<file path="config.mk">
export PLATFORM = sky130hd
export DESIGN_NAME = priority_cpu_scheduler_with_io
export DESIGN_NICKNAME = d
export VERILOG_FILES = /design/src/rtl/pcs_pkg.sv /design/src/rtl/pcs_ctrl.sv /design/src/rtl/pcs_dpath.sv /design/src/rtl/priority_cpu_scheduler_with_io.sv
export SDC_FILE = /design/constraint.sdc
export NUM_CORES = 2
export LEC_CHECK = 0
export BUFFER_PORTS_ARGS = -buffer_cell sky130_fd_sc_hd__clkbuf_2
export CORE_MARGIN = 5
export CORE_UTILIZATION = 40
export CTS_CLUSTER_DIAMETER = 30
export DETAILED_ROUTE_END_ITERATION = 12
export PLACE_DENSITY = 0.52
export SETUP_SLACK_MARGIN = 0.02
export SYNTH_ARGS = -nofsm -noshare
export SYNTH_HDL_FRONTEND = slang
export SYNTH_SLANG_ARGS = --single-unit
export TNS_END_PERCENT = 30
</file>
<file path="constraint.sdc">
create_clock -name clk -period 22.8 [get_ports clk]
set_clock_uncertainty 0.1 [all_clocks]
set_input_delay 4.56 -clock clk [delete_from_list [all_inputs] [get_ports clk]]
set_output_delay 4.56 -clock clk [all_outputs]
set_load 0.01 [all_outputs]
</file>
<file path="src/rtl/pcs_pkg.sv">
package pcs_pkg;

  localparam int MAX_PROCS_DEF = 16;

  localparam logic [0:0] OP_ADMIT = 1'b0;
  localparam logic [0:0] OP_TICK  = 1'b1;

  localparam logic [1:0] KIND_TRANS  = 2'd0;
  localparam logic [1:0] KIND_SUMM   = 2'd1;
  localparam logic [1:0] KIND_REJECT = 2'd2;

  localparam logic [1:0] CAUSE_NONE = 2'd0;
  localparam logic [1:0] CAUSE_FULL = 2'd1;
  localparam logic [1:0] CAUSE_ZERO = 2'd2;

  typedef enum logic [2:0] {
    PH_NEW   = 3'd0,
    PH_READY = 3'd1,
    PH_RUN   = 3'd2,
    PH_WAIT  = 3'd3,
    PH_TERM  = 3'd4
  } phase_t;

  typedef enum logic [2:0] {
    REC_ADMIT,
    REC_REJECT,
    REC_WAKE,
    REC_DISP,
    REC_RUN,
    REC_SUM
  } rec_t;

  typedef struct packed {
    logic take_in;
    logic scan_clr;
    logic scan_step;
    logic scan_disp;
    logic wake_commit;
    logic disp_commit;
    logic admit_commit;
    logic run_commit;
    logic load_out;
    rec_t rec;
    logic last;
  } cmd_t;

  typedef struct packed {
    logic scan_last;
    logic found;
    logic run_idle;
    logic run_evt;
    logic admit_ok;
  } sts_t;

endpackage

</file>
<file path="src/rtl/pcs_ctrl.sv">
module pcs_ctrl (
  input  logic          clk,
  input  logic          rst_n,
  input  logic          in_valid,
  input  logic          in_opcode,
  output logic          in_ready,
  output logic          out_valid,
  input  logic          out_ready,
  input  pcs_pkg::sts_t sts,
  output pcs_pkg::cmd_t cmd
);
  import pcs_pkg::*;

  typedef enum logic [3:0] {
    S_IDLE, S_ADMIT, S_WSCAN, S_WDEC, S_DSCAN, S_DDEC, S_RUN, S_SUM, S_EMIT
  } state_t;

  state_t state_r, state_nxt, ret_r, ret_nxt;

  always_comb begin
    cmd       = '0;
    cmd.rec   = REC_SUM;
    state_nxt = state_r;
    ret_nxt   = ret_r;
    unique case (state_r)
      S_IDLE: begin
        if (in_valid) begin
          cmd.take_in  = 1'b1;
          cmd.scan_clr = 1'b1;
          state_nxt    = (in_opcode == OP_ADMIT) ? S_ADMIT : S_WSCAN;
        end
      end
      S_ADMIT: begin
        cmd.load_out     = 1'b1;
        cmd.last         = 1'b1;
        cmd.rec          = sts.admit_ok ? REC_ADMIT : REC_REJECT;
        cmd.admit_commit = sts.admit_ok;
        ret_nxt          = S_IDLE;
        state_nxt        = S_EMIT;
      end
      S_WSCAN: begin
        cmd.scan_step = 1'b1;
        if (sts.scan_last) state_nxt = S_WDEC;
      end
      S_WDEC: begin
        cmd.scan_clr = 1'b1;
        if (sts.found) begin
          cmd.wake_commit = 1'b1;
          cmd.load_out    = 1'b1;
          cmd.rec         = REC_WAKE;
          ret_nxt         = S_WSCAN;
          state_nxt       = S_EMIT;
        end else if (sts.run_idle) begin
          state_nxt = S_DSCAN;
        end else begin
          state_nxt = S_RUN;
        end
      end
      S_DSCAN: begin
        cmd.scan_step = 1'b1;
        cmd.scan_disp = 1'b1;
        if (sts.scan_last) state_nxt = S_DDEC;
      end
      S_DDEC: begin
        if (sts.found) begin
          cmd.disp_commit = 1'b1;
          cmd.load_out    = 1'b1;
          cmd.rec         = REC_DISP;
          ret_nxt         = S_RUN;
          state_nxt       = S_EMIT;
        end else begin
          state_nxt = S_RUN;
        end
      end
      S_RUN: begin
        cmd.run_commit = 1'b1;
        if (sts.run_evt) begin
          cmd.load_out = 1'b1;
          cmd.rec      = REC_RUN;
          ret_nxt      = S_SUM;
          state_nxt    = S_EMIT;
        end else begin
          state_nxt = S_SUM;
        end
      end
      S_SUM: begin
        cmd.load_out = 1'b1;
        cmd.last     = 1'b1;
        cmd.rec      = REC_SUM;
        ret_nxt      = S_IDLE;
        state_nxt    = S_EMIT;
      end
      S_EMIT: begin
        if (out_ready) state_nxt = ret_r;
      end
      default: state_nxt = S_IDLE;
    endcase
  end

  always_ff @(posedge clk) begin
    if (!rst_n) begin
      state_r <= S_IDLE;
      ret_r   <= S_IDLE;
    end else begin
      state_r <= state_nxt;
      ret_r   <= ret_nxt;
    end
  end

  assign in_ready  = (state_r == S_IDLE);
  assign out_valid = (state_r == S_EMIT);

  a_emit_ret: assert property (@(posedge clk) disable iff (!rst_n)
    state_r == S_EMIT |-> ret_r != S_EMIT)
    else $error("emit state returns to itself");
  a_idle_after_last: assert property (@(posedge clk) disable iff (!rst_n)
    cmd.load_out && cmd.last |=> state_r == S_EMIT && ret_r == S_IDLE)
    else $error("final request does not end the item");
  a_wake_rescan: assert property (@(posedge clk) disable iff (!rst_n)
    cmd.wake_commit |=> ret_r == S_WSCAN)
    else $error("wakeup not followed by rescan");
endmodule

</file>
<file path="src/rtl/pcs_dpath.sv">
module pcs_dpath #(
  parameter int MAX_PROCS = pcs_pkg::MAX_PROCS_DEF
) (
  input  logic          clk,
  input  logic          rst_n,
  input  logic [7:0]    in_pid,
  input  logic [15:0]   in_burst,
  input  logic [15:0]   in_io_every,
  input  logic [15:0]   in_io_length,
  input  pcs_pkg::cmd_t cmd,
  output pcs_pkg::sts_t sts,
  output logic [1:0]    out_kind,
  output logic [31:0]   out_event_time,
  output logic [7:0]    out_proc_id,
  output logic [2:0]    out_from_state,
  output logic [2:0]    out_to_state,
  output logic [1:0]    out_reject_cause,
  output logic          out_cpu_idle,
  output logic          out_finished,
  output logic          out_last
);
  import pcs_pkg::*;

  localparam int IW = $clog2(MAX_PROCS);
  localparam int CW = $clog2(MAX_PROCS + 1);
  localparam logic [IW-1:0] IDX_LAST = IW'(MAX_PROCS - 1);
  localparam logic [CW-1:0] CNT_MAX  = CW'(MAX_PROCS);

  logic [7:0]  pid_r    [MAX_PROCS];
  phase_t      phase_r  [MAX_PROCS];
  logic [15:0] rem_r    [MAX_PROCS];
  logic [15:0] period_r [MAX_PROCS];
  logic [15:0] cd_r     [MAX_PROCS];
  logic [15:0] iow_r    [MAX_PROCS];
  logic [31:0] wake_r   [MAX_PROCS];
  logic [31:0] ws_r     [MAX_PROCS];

  logic [7:0]    ipid_r;
  logic [15:0]   iburst_r, ievery_r, ilen_r;
  logic [CW-1:0] used_cnt_r, term_cnt_r;
  logic [31:0]   now_r;
  logic [IW-1:0] run_r, idx_r, best_r;
  logic          run_idle_r, found_r;
  logic [31:0]   best_key_r;

  logic          cand;
  logic [31:0]   key;
  logic [15:0]   rem1, cd1, cd_new;
  logic          hit, to_wait, to_term;
  logic [IW-1:0] free_idx;
  logic [31:0]   t1;

  assign free_idx = used_cnt_r[IW-1:0];
  assign t1       = now_r + 32'd1;

  always_comb begin
    if (cmd.scan_disp) begin
      key  = {24'd0, pid_r[idx_r]};
      cand = phase_r[idx_r] == PH_READY;
    end else begin
      key  = ws_r[idx_r];
      cand = (phase_r[idx_r] == PH_WAIT) && (wake_r[idx_r] == now_r);
    end
    cand = cand && (CW'(idx_r) < used_cnt_r) && (!found_r || key < best_key_r);
  end

  always_comb begin
    rem1 = rem_r[run_r] - 16'd1;
    cd1  = cd_r[run_r] - 16'd1;
    hit  = (period_r[run_r] != 16'd0) && (cd1 == 16'd0);
    if (period_r[run_r] == 16'd0) cd_new = cd_r[run_r];
    else if (hit)                 cd_new = period_r[run_r];
    else                          cd_new = cd1;
    to_wait = hit && (iow_r[run_r] != 16'd0) && (rem1 != 16'd0);
    to_term = !to_wait && (rem1 == 16'd0);
  end

  always_comb begin
    sts.scan_last = (idx_r == IDX_LAST);
    sts.found     = found_r;
    sts.run_idle  = run_idle_r;
    sts.run_evt   = !run_idle_r && (to_wait || to_term);
    sts.admit_ok  = (iburst_r != 16'd0) && (used_cnt_r < CNT_MAX);
  end

  always_ff @(posedge clk) begin
    if (cmd.take_in) begin
      ipid_r   <= in_pid;
      iburst_r <= in_burst;
      ievery_r <= in_io_every;
      ilen_r   <= in_io_length;
    end
    if (cmd.scan_step && cand) begin
      best_r     <= idx_r;
      best_key_r <= key;
    end
    if (cmd.admit_commit) begin
      pid_r[free_idx]    <= ipid_r;
      phase_r[free_idx]  <= PH_READY;
      rem_r[free_idx]    <= iburst_r;
      period_r[free_idx] <= ievery_r;
      cd_r[free_idx]     <= ievery_r;
      iow_r[free_idx]    <= ilen_r;
      wake_r[free_idx]   <= 32'd0;
      ws_r[free_idx]     <= 32'd0;
    end
    if (cmd.wake_commit) phase_r[best_r] <= PH_READY;
    if (cmd.disp_commit) phase_r[best_r] <= PH_RUN;
    if (cmd.run_commit && !run_idle_r) begin
      rem_r[run_r] <= rem1;
      cd_r[run_r]  <= cd_new;
      if (to_wait) begin
        phase_r[run_r] <= PH_WAIT;
        ws_r[run_r]    <= t1;
        wake_r[run_r]  <= t1 + {16'd0, iow_r[run_r]};
      end else if (to_term) begin
        phase_r[run_r] <= PH_TERM;
      end
    end
    if (cmd.load_out) begin
      out_last         <= cmd.last;
      out_kind         <= KIND_TRANS;
      out_event_time   <= now_r;
      out_reject_cause <= CAUSE_NONE;
      out_cpu_idle     <= 1'b0;
      out_finished     <= 1'b0;
      out_from_state   <= PH_NEW;
      out_to_state     <= PH_NEW;
      out_proc_id      <= pid_r[best_r];
      unique case (cmd.rec)
        REC_ADMIT: begin
          out_proc_id    <= ipid_r;
          out_to_state   <= PH_READY;
        end
        REC_REJECT: begin
          out_kind         <= KIND_REJECT;
          out_proc_id      <= ipid_r;
          out_reject_cause <= (iburst_r == 16'd0) ? CAUSE_ZERO : CAUSE_FULL;
        end
        REC_WAKE: begin
          out_from_state <= PH_WAIT;
          out_to_state   <= PH_READY;
        end
        REC_DISP: begin
          out_from_state <= PH_READY;
          out_to_state   <= PH_RUN;
        end
        REC_RUN: begin
          out_event_time <= t1;
          out_proc_id    <= pid_r[run_r];
          out_from_state <= PH_RUN;
          out_to_state   <= to_wait ? PH_WAIT : PH_TERM;
        end
        REC_SUM: begin
          out_kind     <= KIND_SUMM;
          out_proc_id  <= run_idle_r ? 8'd0 : pid_r[run_r];
          out_cpu_idle <= run_idle_r;
          out_finished <= (used_cnt_r != '0) && (term_cnt_r == used_cnt_r);
        end
        default: out_kind <= KIND_TRANS;
      endcase
    end
  end

  always_ff @(posedge clk) begin
    if (!rst_n) begin
      used_cnt_r <= '0;
      term_cnt_r <= '0;
      now_r      <= '0;
      run_r      <= '0;
      run_idle_r <= 1'b1;
      idx_r      <= '0;
      found_r    <= 1'b0;
    end else begin
      if (cmd.scan_clr) begin
        idx_r   <= '0;
        found_r <= 1'b0;
      end else if (cmd.scan_step) begin
        idx_r <= sts.scan_last ? '0 : idx_r + IW'(1);
        if (cand) found_r <= 1'b1;
      end
      if (cmd.admit_commit) used_cnt_r <= used_cnt_r + CW'(1);
      if (cmd.disp_commit) begin
        run_r      <= best_r;
        run_idle_r <= 1'b0;
      end
      if (cmd.run_commit) begin
        now_r <= t1;
        if (!run_idle_r && (to_wait || to_term)) run_idle_r <= 1'b1;
        if (!run_idle_r && to_term) term_cnt_r <= term_cnt_r + CW'(1);
      end
    end
  end

  a_term_le_used: assert property (@(posedge clk) disable iff (!rst_n)
    term_cnt_r <= used_cnt_r)
    else $error("more terminated than admitted");
  a_run_valid: assert property (@(posedge clk) disable iff (!rst_n)
    !run_idle_r |-> CW'(run_r) < used_cnt_r)
    else $error("running slot not in use");
  a_run_phase: assert property (@(posedge clk) disable iff (!rst_n)
    !run_idle_r |-> phase_r[run_r] == PH_RUN)
    else $error("running slot not in run phase");
endmodule

</file>
<file path="src/rtl/priority_cpu_scheduler_with_io.sv">
// An admit request is checked in the admit state; its result then waits in the emit state.
// A tick scans every slot for a due wakeup, reading one table entry per cycle, and emits
// each wakeup before it rescans; if the CPU is idle it then scans for the lowest-pid ready
// process to dispatch, advances time by one and ends with a summary; output stalls hold it.
// One request is in work at a time; the next is taken in the cycle after the final result.
// Synchronous active-low reset empties the table, sets time to zero and idles the CPU.
module priority_cpu_scheduler_with_io #(
  parameter int MAX_PROCS = pcs_pkg::MAX_PROCS_DEF
) (
  input  logic        clk,
  input  logic        rst_n,
  input  logic        in_valid,
  output logic        in_ready,
  input  logic        in_opcode,
  input  logic [7:0]  in_pid,
  input  logic [15:0] in_burst,
  input  logic [15:0] in_io_every,
  input  logic [15:0] in_io_length,
  output logic        out_valid,
  input  logic        out_ready,
  output logic [1:0]  out_kind,
  output logic [31:0] out_event_time,
  output logic [7:0]  out_proc_id,
  output logic [2:0]  out_from_state,
  output logic [2:0]  out_to_state,
  output logic [1:0]  out_reject_cause,
  output logic        out_cpu_idle,
  output logic        out_finished,
  output logic        out_last
);
  import pcs_pkg::*;

  cmd_t cmd;
  sts_t sts;

  pcs_ctrl u_ctrl (
    .clk       (clk),
    .rst_n     (rst_n),
    .in_valid  (in_valid),
    .in_opcode (in_opcode),
    .in_ready  (in_ready),
    .out_valid (out_valid),
    .out_ready (out_ready),
    .sts       (sts),
    .cmd       (cmd)
  );

  pcs_dpath #(.MAX_PROCS(MAX_PROCS)) u_dpath (
    .clk              (clk),
    .rst_n            (rst_n),
    .in_pid           (in_pid),
    .in_burst         (in_burst),
    .in_io_every      (in_io_every),
    .in_io_length     (in_io_length),
    .cmd              (cmd),
    .sts              (sts),
    .out_kind         (out_kind),
    .out_event_time   (out_event_time),
    .out_proc_id      (out_proc_id),
    .out_from_state   (out_from_state),
    .out_to_state     (out_to_state),
    .out_reject_cause (out_reject_cause),
    .out_cpu_idle     (out_cpu_idle),
    .out_finished     (out_finished),
    .out_last         (out_last)
  );
endmodule

</file>
* After elaboration in Yosys (flattened, before gate mapping)
Memory sizes are Yosys's and may differ from the RTL's. A register that Yosys moved wholly into a read port is not among the register bits. Index checks and enable logic that the tools add are counted.
Cells by class: equal/unequal tests 25, multiplexer cells 100, $lt $le $gt $ge 3, reduce and logical (&&, ||, !) cells 45, bitwise operators 3, $add $sub $neg 7
Operator list (number):
- $mux W4 | 39
- $mux W32 | 4
- $logic_not A16 Y1 | 4
- $mux W16 | 4
- $reduce_bool A16 Y1 | 4
- $reduce_or A32 Y1 | 2
- $mux W1 | 35
- $add A32 B1 Y32 const B | 1
- $add A32 B16 Y32 | 1
- $eq A32 B32 Y1 | 1
- $lt A32 B32 Y1 | 1
- $pmux W4 S8 | 1
- $reduce_or A16 Y1 | 2
- $sub A16 B1 Y16 const B | 2
- $pmux W8 S3 | 1
- $pmux W4 S5 | 1
- $eq A4 B3 Y1 const B | 4
- $pmux W4 S4 | 1
- $mux W3 | 5
- $logic_and A1 B1 Y1 | 13
- $add A5 B1 Y5 const B | 2
- $ne A2 B1 Y1 const B | 5
- $reduce_or A2 Y1 | 5
- $eq A3 B2 Y1 const B | 3
- other kinds (27) | 42
Word-level totals: input port bits 61, output and inout port bits 55, register bits 205, memories 8, bits in writable memories 2224, word-level logic and storage cells 215
Memories:
- u_dpath.wake_r | depth 16, width 32, rd ports 1, clocked after Yosys merged registers in 1, write ports 1, RTL line pcs_dpath.sv:35 | logic [31:0] wake_r [MAX_PROCS];
- u_dpath.ws_r | depth 16, width 32, rd ports 1, clocked after Yosys merged registers in 1, write ports 1, RTL line pcs_dpath.sv:36 | logic [31:0] ws_r [MAX_PROCS];
- u_dpath.cd_r | depth 16, width 16, rd ports 1, clocked after Yosys merged registers in 1, write ports 1, RTL line pcs_dpath.sv:33 | logic [15:0] cd_r [MAX_PROCS];
- u_dpath.iow_r | depth 16, width 16, rd ports 1, clocked after Yosys merged registers in 1, write ports 1, RTL line pcs_dpath.sv:34 | logic [15:0] iow_r [MAX_PROCS];
- u_dpath.period_r | depth 16, width 16, rd ports 1, clocked after Yosys merged registers in 1, write ports 1, RTL line pcs_dpath.sv:32 | logic [15:0] period_r [MAX_PROCS];
- u_dpath.rem_r | depth 16, width 16, rd ports 1, clocked after Yosys merged registers in 1, write ports 1, RTL line pcs_dpath.sv:31 | logic [15:0] rem_r [MAX_PROCS];
- 2 more memories

* Longest topological paths before layout
word-level depth 14, mapped depth 20, gate-level depth less buffers 15

* Cells and area by module
From an unflattened synthesis, not the netlist that was laid out.
Unflattened totals: cells, all modules 7201, area, all modules 109478.7 sq um
Modules (own cells, without submodules):
- pcs_dpath | area an instance 108816.9 sq um, seq. area each 72389.4 sq um, times used 1, cells each 7119
- pcs_ctrl | area an instance 661.9 sq um, seq. area each 140.1 sq um, times used 1, cells each 82

* Least setup slack after synthesis
OpenSTA, ideal clock, no wires.
kind reg2reg, from reg with a tool-made name, to mem u_dpath.wake_r[10][0] (enable), buffers on the path 6, stages on the path, launching flop included 16, arrival time 8537 ps, slack 13578 ps, cells stage by stage dfxtp_1 -> buf_4 -> buf_6 -> buf_4 -> buf_6 -> buf_2 -> mux4_2 -> mux4_2 -> nor2_1 -> nand4b_1 -> nor3b_1 -> o2111a_1 -> nand4_1 -> nand3b_1 -> buf_2 -> o32ai_1
RTL lines (RTL line):
- end: declaration | pcs_dpath.sv:35

==> flow_summary.yaml <==
run_status:
  status: "complete, no violations"
synth:
  netlist_area_mm2: 0.0993
  synthTopCellsByArea: "edfxtp_1 (72%), mux4_2 (17%), dfxtp_1 (1.4%)"
  syn_nets: 4978
  synth_top_area_share: 0.716
  avgSynthCellArea_um2: 20.4
  syn-instance-count: 4855
  ys_dominant_reg_cell: "edfxtp_1"
  ys_warn_count: 0
  yosysSeqAreaShare: 0.731
  synth_top_area_cell: "edfxtp_1"
  async_reset_ff_frac: 0
  netlist-cell-type-count: 80
  synth-edff-count: 2368
  ys_ff_latch: 2439
clocking:
  cts_resized: 0
  clk_latency_ps: 930
  clock-sinks: 2439
  cts.htree.levels: 6
  postCtsSetupBuffers: 0
  numCtsBuffers: 542
  clk_pin_slew_worst_paths_ps: 40
  clock_path_buffers: 4
  cts.hold.buffers_added: 0
  cts-root-buf: "clkbuf_16"
  cts_tree: "done"
die:
  core_mm2: 0.246
  die_area_mm2: 0.258
  row_count: 182
  initial_core_util: 0.403
  die_w_um: 508
  ios: 116
  die_h_um: 508
route:
  vias_per_cell: 5.60
  post_drt_wl_per_cell_um: 29.1
  drtIter0Drc: 4664
  first_pass_iters: 5
  drcViolationCount: 0
  via_count: 51100
  ant_nets: 0
  wl_um: 266000
final_layout:
  nets: 5513
  synthToLayoutAreaGrowth_pct: 23.0
  num-fill-cells: 20000
  seqCellArea_mm2: 0.0726
  multi_input_area_mm2: 0.0257
  drive_gt1_frac: 0.331
timing:
  min_period_ps: 8270
  rsz0062_at_grt: "no"
  finalWorstSetupSlack_ps: 14530
  slew_headroom: 0.144
  whs_ps: 396
  slew_viol_final: 0
  fmax_mhz: 121
  finalHoldViolCount: 0
  setup_violations: 0
  final.period_utilization: 0.363
  worstMarginPinSlew_ps: 1280
  setup_total_negative_slack_ps: 0
grt:
  grt_first_pass_wirelength_um: 383000
  grt_overflow: 0
  antenna_found_initial: 8
  globalRouteTotalUtil: 0.204
  grt_pass1_vias: 53400
  grt_max_degree: 113
hold_path:
  hp-start: "u_ctrl.ret_r[2]"
  min_path_type: "reg2reg"
power_and_ir_drop:
  peakVddDrop_v: 0.0000802
  power_density_mw_per_mm2: 113
  power_w: 0.0138
  p_leak_nw: 39.1
flow_run:
  drv_cap: 0
placed_design:
  port-buffer-count: 114
  hpwl_um: 145000
  gp_congestion: 0.840
  dp_worst_setup_slack_ps: 14410
critical_path:
  end_kind: "flop"
  crit_type: "reg2reg"
  critPathRequiredTime_ps: 23210
  critPathLaunchType: "flop"
  cp_max_fo: 80
  worst_ep_arrival_time_ps: 8680
synthesized netlist by cell type, types with 5 or more instances:
cell and n:
mux2i_1 23, clkbuf_1 153, o22a_1 6, o21a_1 5
mux4_2 738, nand2b_1 24, or3_1 13, dfxtp_1 71
o32ai_1 11, a21oi_1 65, edfxtp_1 2368, o221ai_1 5
o21bai_1 5, xnor2_1 132, a31oi_1 21, buf_4 14
a22o_1 8, a221oi_1 13, nor2b_1 58, or2_2 11
o21ai_0 62, inv_1 83, and3_1 21, nand4_1 26
xor2_1 38, buf_2 31, ha_1 61, a21boi_0 19
a211oi_1 6, nor3_1 55, and2_1 44, o31ai_1 6
nor4_1 30, a21o_1 17, a22oi_1 28, nor3b_1 7
a31o_2 5, nand3_1 45, and4_1 9, buf_1 57
nor2_1 177, buf_6 11, mux2_2 18, nand2_1 188
cell usage in the layout, fill, tap and decap left out, types with 60 or more instances in the layout:
master,netlist,routed
buf_4,14,134
clkbuf_16,0,552
clkbuf_2,0,114
clkinv_1,1,87
clkinv_2,0,89
dfxtp_1,71,62
edfxtp_1,2368,2368
ha_1,61,61
inv_1,83,83
mux4_2,738,738
nand2_1,188,187
nor2_1,177,145
o21ai_0,62,60
xnor2_1,132,132
worst max-delay path, stage by stage (launching register included):
cell	delay (ps)
dfxtp_4	860
buf_4	860
buf_12	540
mux4_2	590
o22ai_1	220
o211ai_1	290
nor2_2	440
a31oi_1	200
a2111oi_0	470
nand4_1	430
nand3b_1	350
buf_12	260
nand2b_1	390
a21oi_4	820
buf_4	800
stage by stage:
stage,instances,utilization,cell area [um2]
5_1_grt,9116,0.496,122000
3_5_place_dp,8155,0.424,104000
3_3_place_gp,8155,0.424,104000
2_1_floorplan,4855,-,99300
4_1_cts,9112,0.495,122000
6_report,9119,0.496,122000
path summary, 6_finish.rpt:
path                             end  slack [ps]  depth (start not counted)
setup / recovery  u_dpath.ws_r[3][7]       14530                         14
hold / removal       u_ctrl.ret_r[2]         400                          1
setup reg to reg  u_dpath.ws_r[3][7]       14530                         14
hold reg to reg      u_ctrl.ret_r[2]         400                          1
power breakdown:
group          switching [W]  leakage, nW  internal (W)  total (W)
registers           0.000140         22.4       0.00521    0.00535
clock network        0.00242         8.54       0.00502    0.00744
logic               0.000624         8.22      0.000402    0.00103
metal layers:
layer  part of all wire  track usage
met5                  0            0
met2               0.50        0.336
met3              0.058       0.0385
met4              0.028       0.0660
met1               0.42        0.276
sequential cells by signal (all words and copies together), names as in the netlist, 48 cells and up, named ones only:
| signal | count |
|---|---|
| u_dpath.phase_r | 48 |
| u_dpath.cd_r | 256 |
| u_dpath.ws_r | 512 |
| u_dpath.pid_r | 128 |
| u_dpath.wake_r | 512 |
| u_dpath.period_r | 256 |
| u_dpath.iow_r | 256 |
| u_dpath.rem_r | 256 |
cell type report:
| class | instances | share of cell area |
|---|---|---|
| sequential | 2439 | 0.594 |
| multi-input combinational | 2065 | 0.211 |
| clock buffer | 608 | 0.115 |
| tap | 3312 | 0.0339 |
| clock inverter | 349 | 0.0293 |
| timing repair buffer | 258 | 0.0143 |
| inverter | 84 | 0.00258 |
| antenna | 4 | 0.0000820 |
cells by family after synthesis:
kind of cell / after synthesis / synth area share
flops: 2439 / 0.731
compound gates: 324 / 0.0224
mux: 783 / 0.173
simple gates: 725 / 0.0359
fa+ha+maj: 62 / 0.00789
xor+xnor: 170 / 0.0150
other cells: 1 / 0.0000378
buf+inv: 351 / 0.0151
Power figures use the tool's default switching activity.
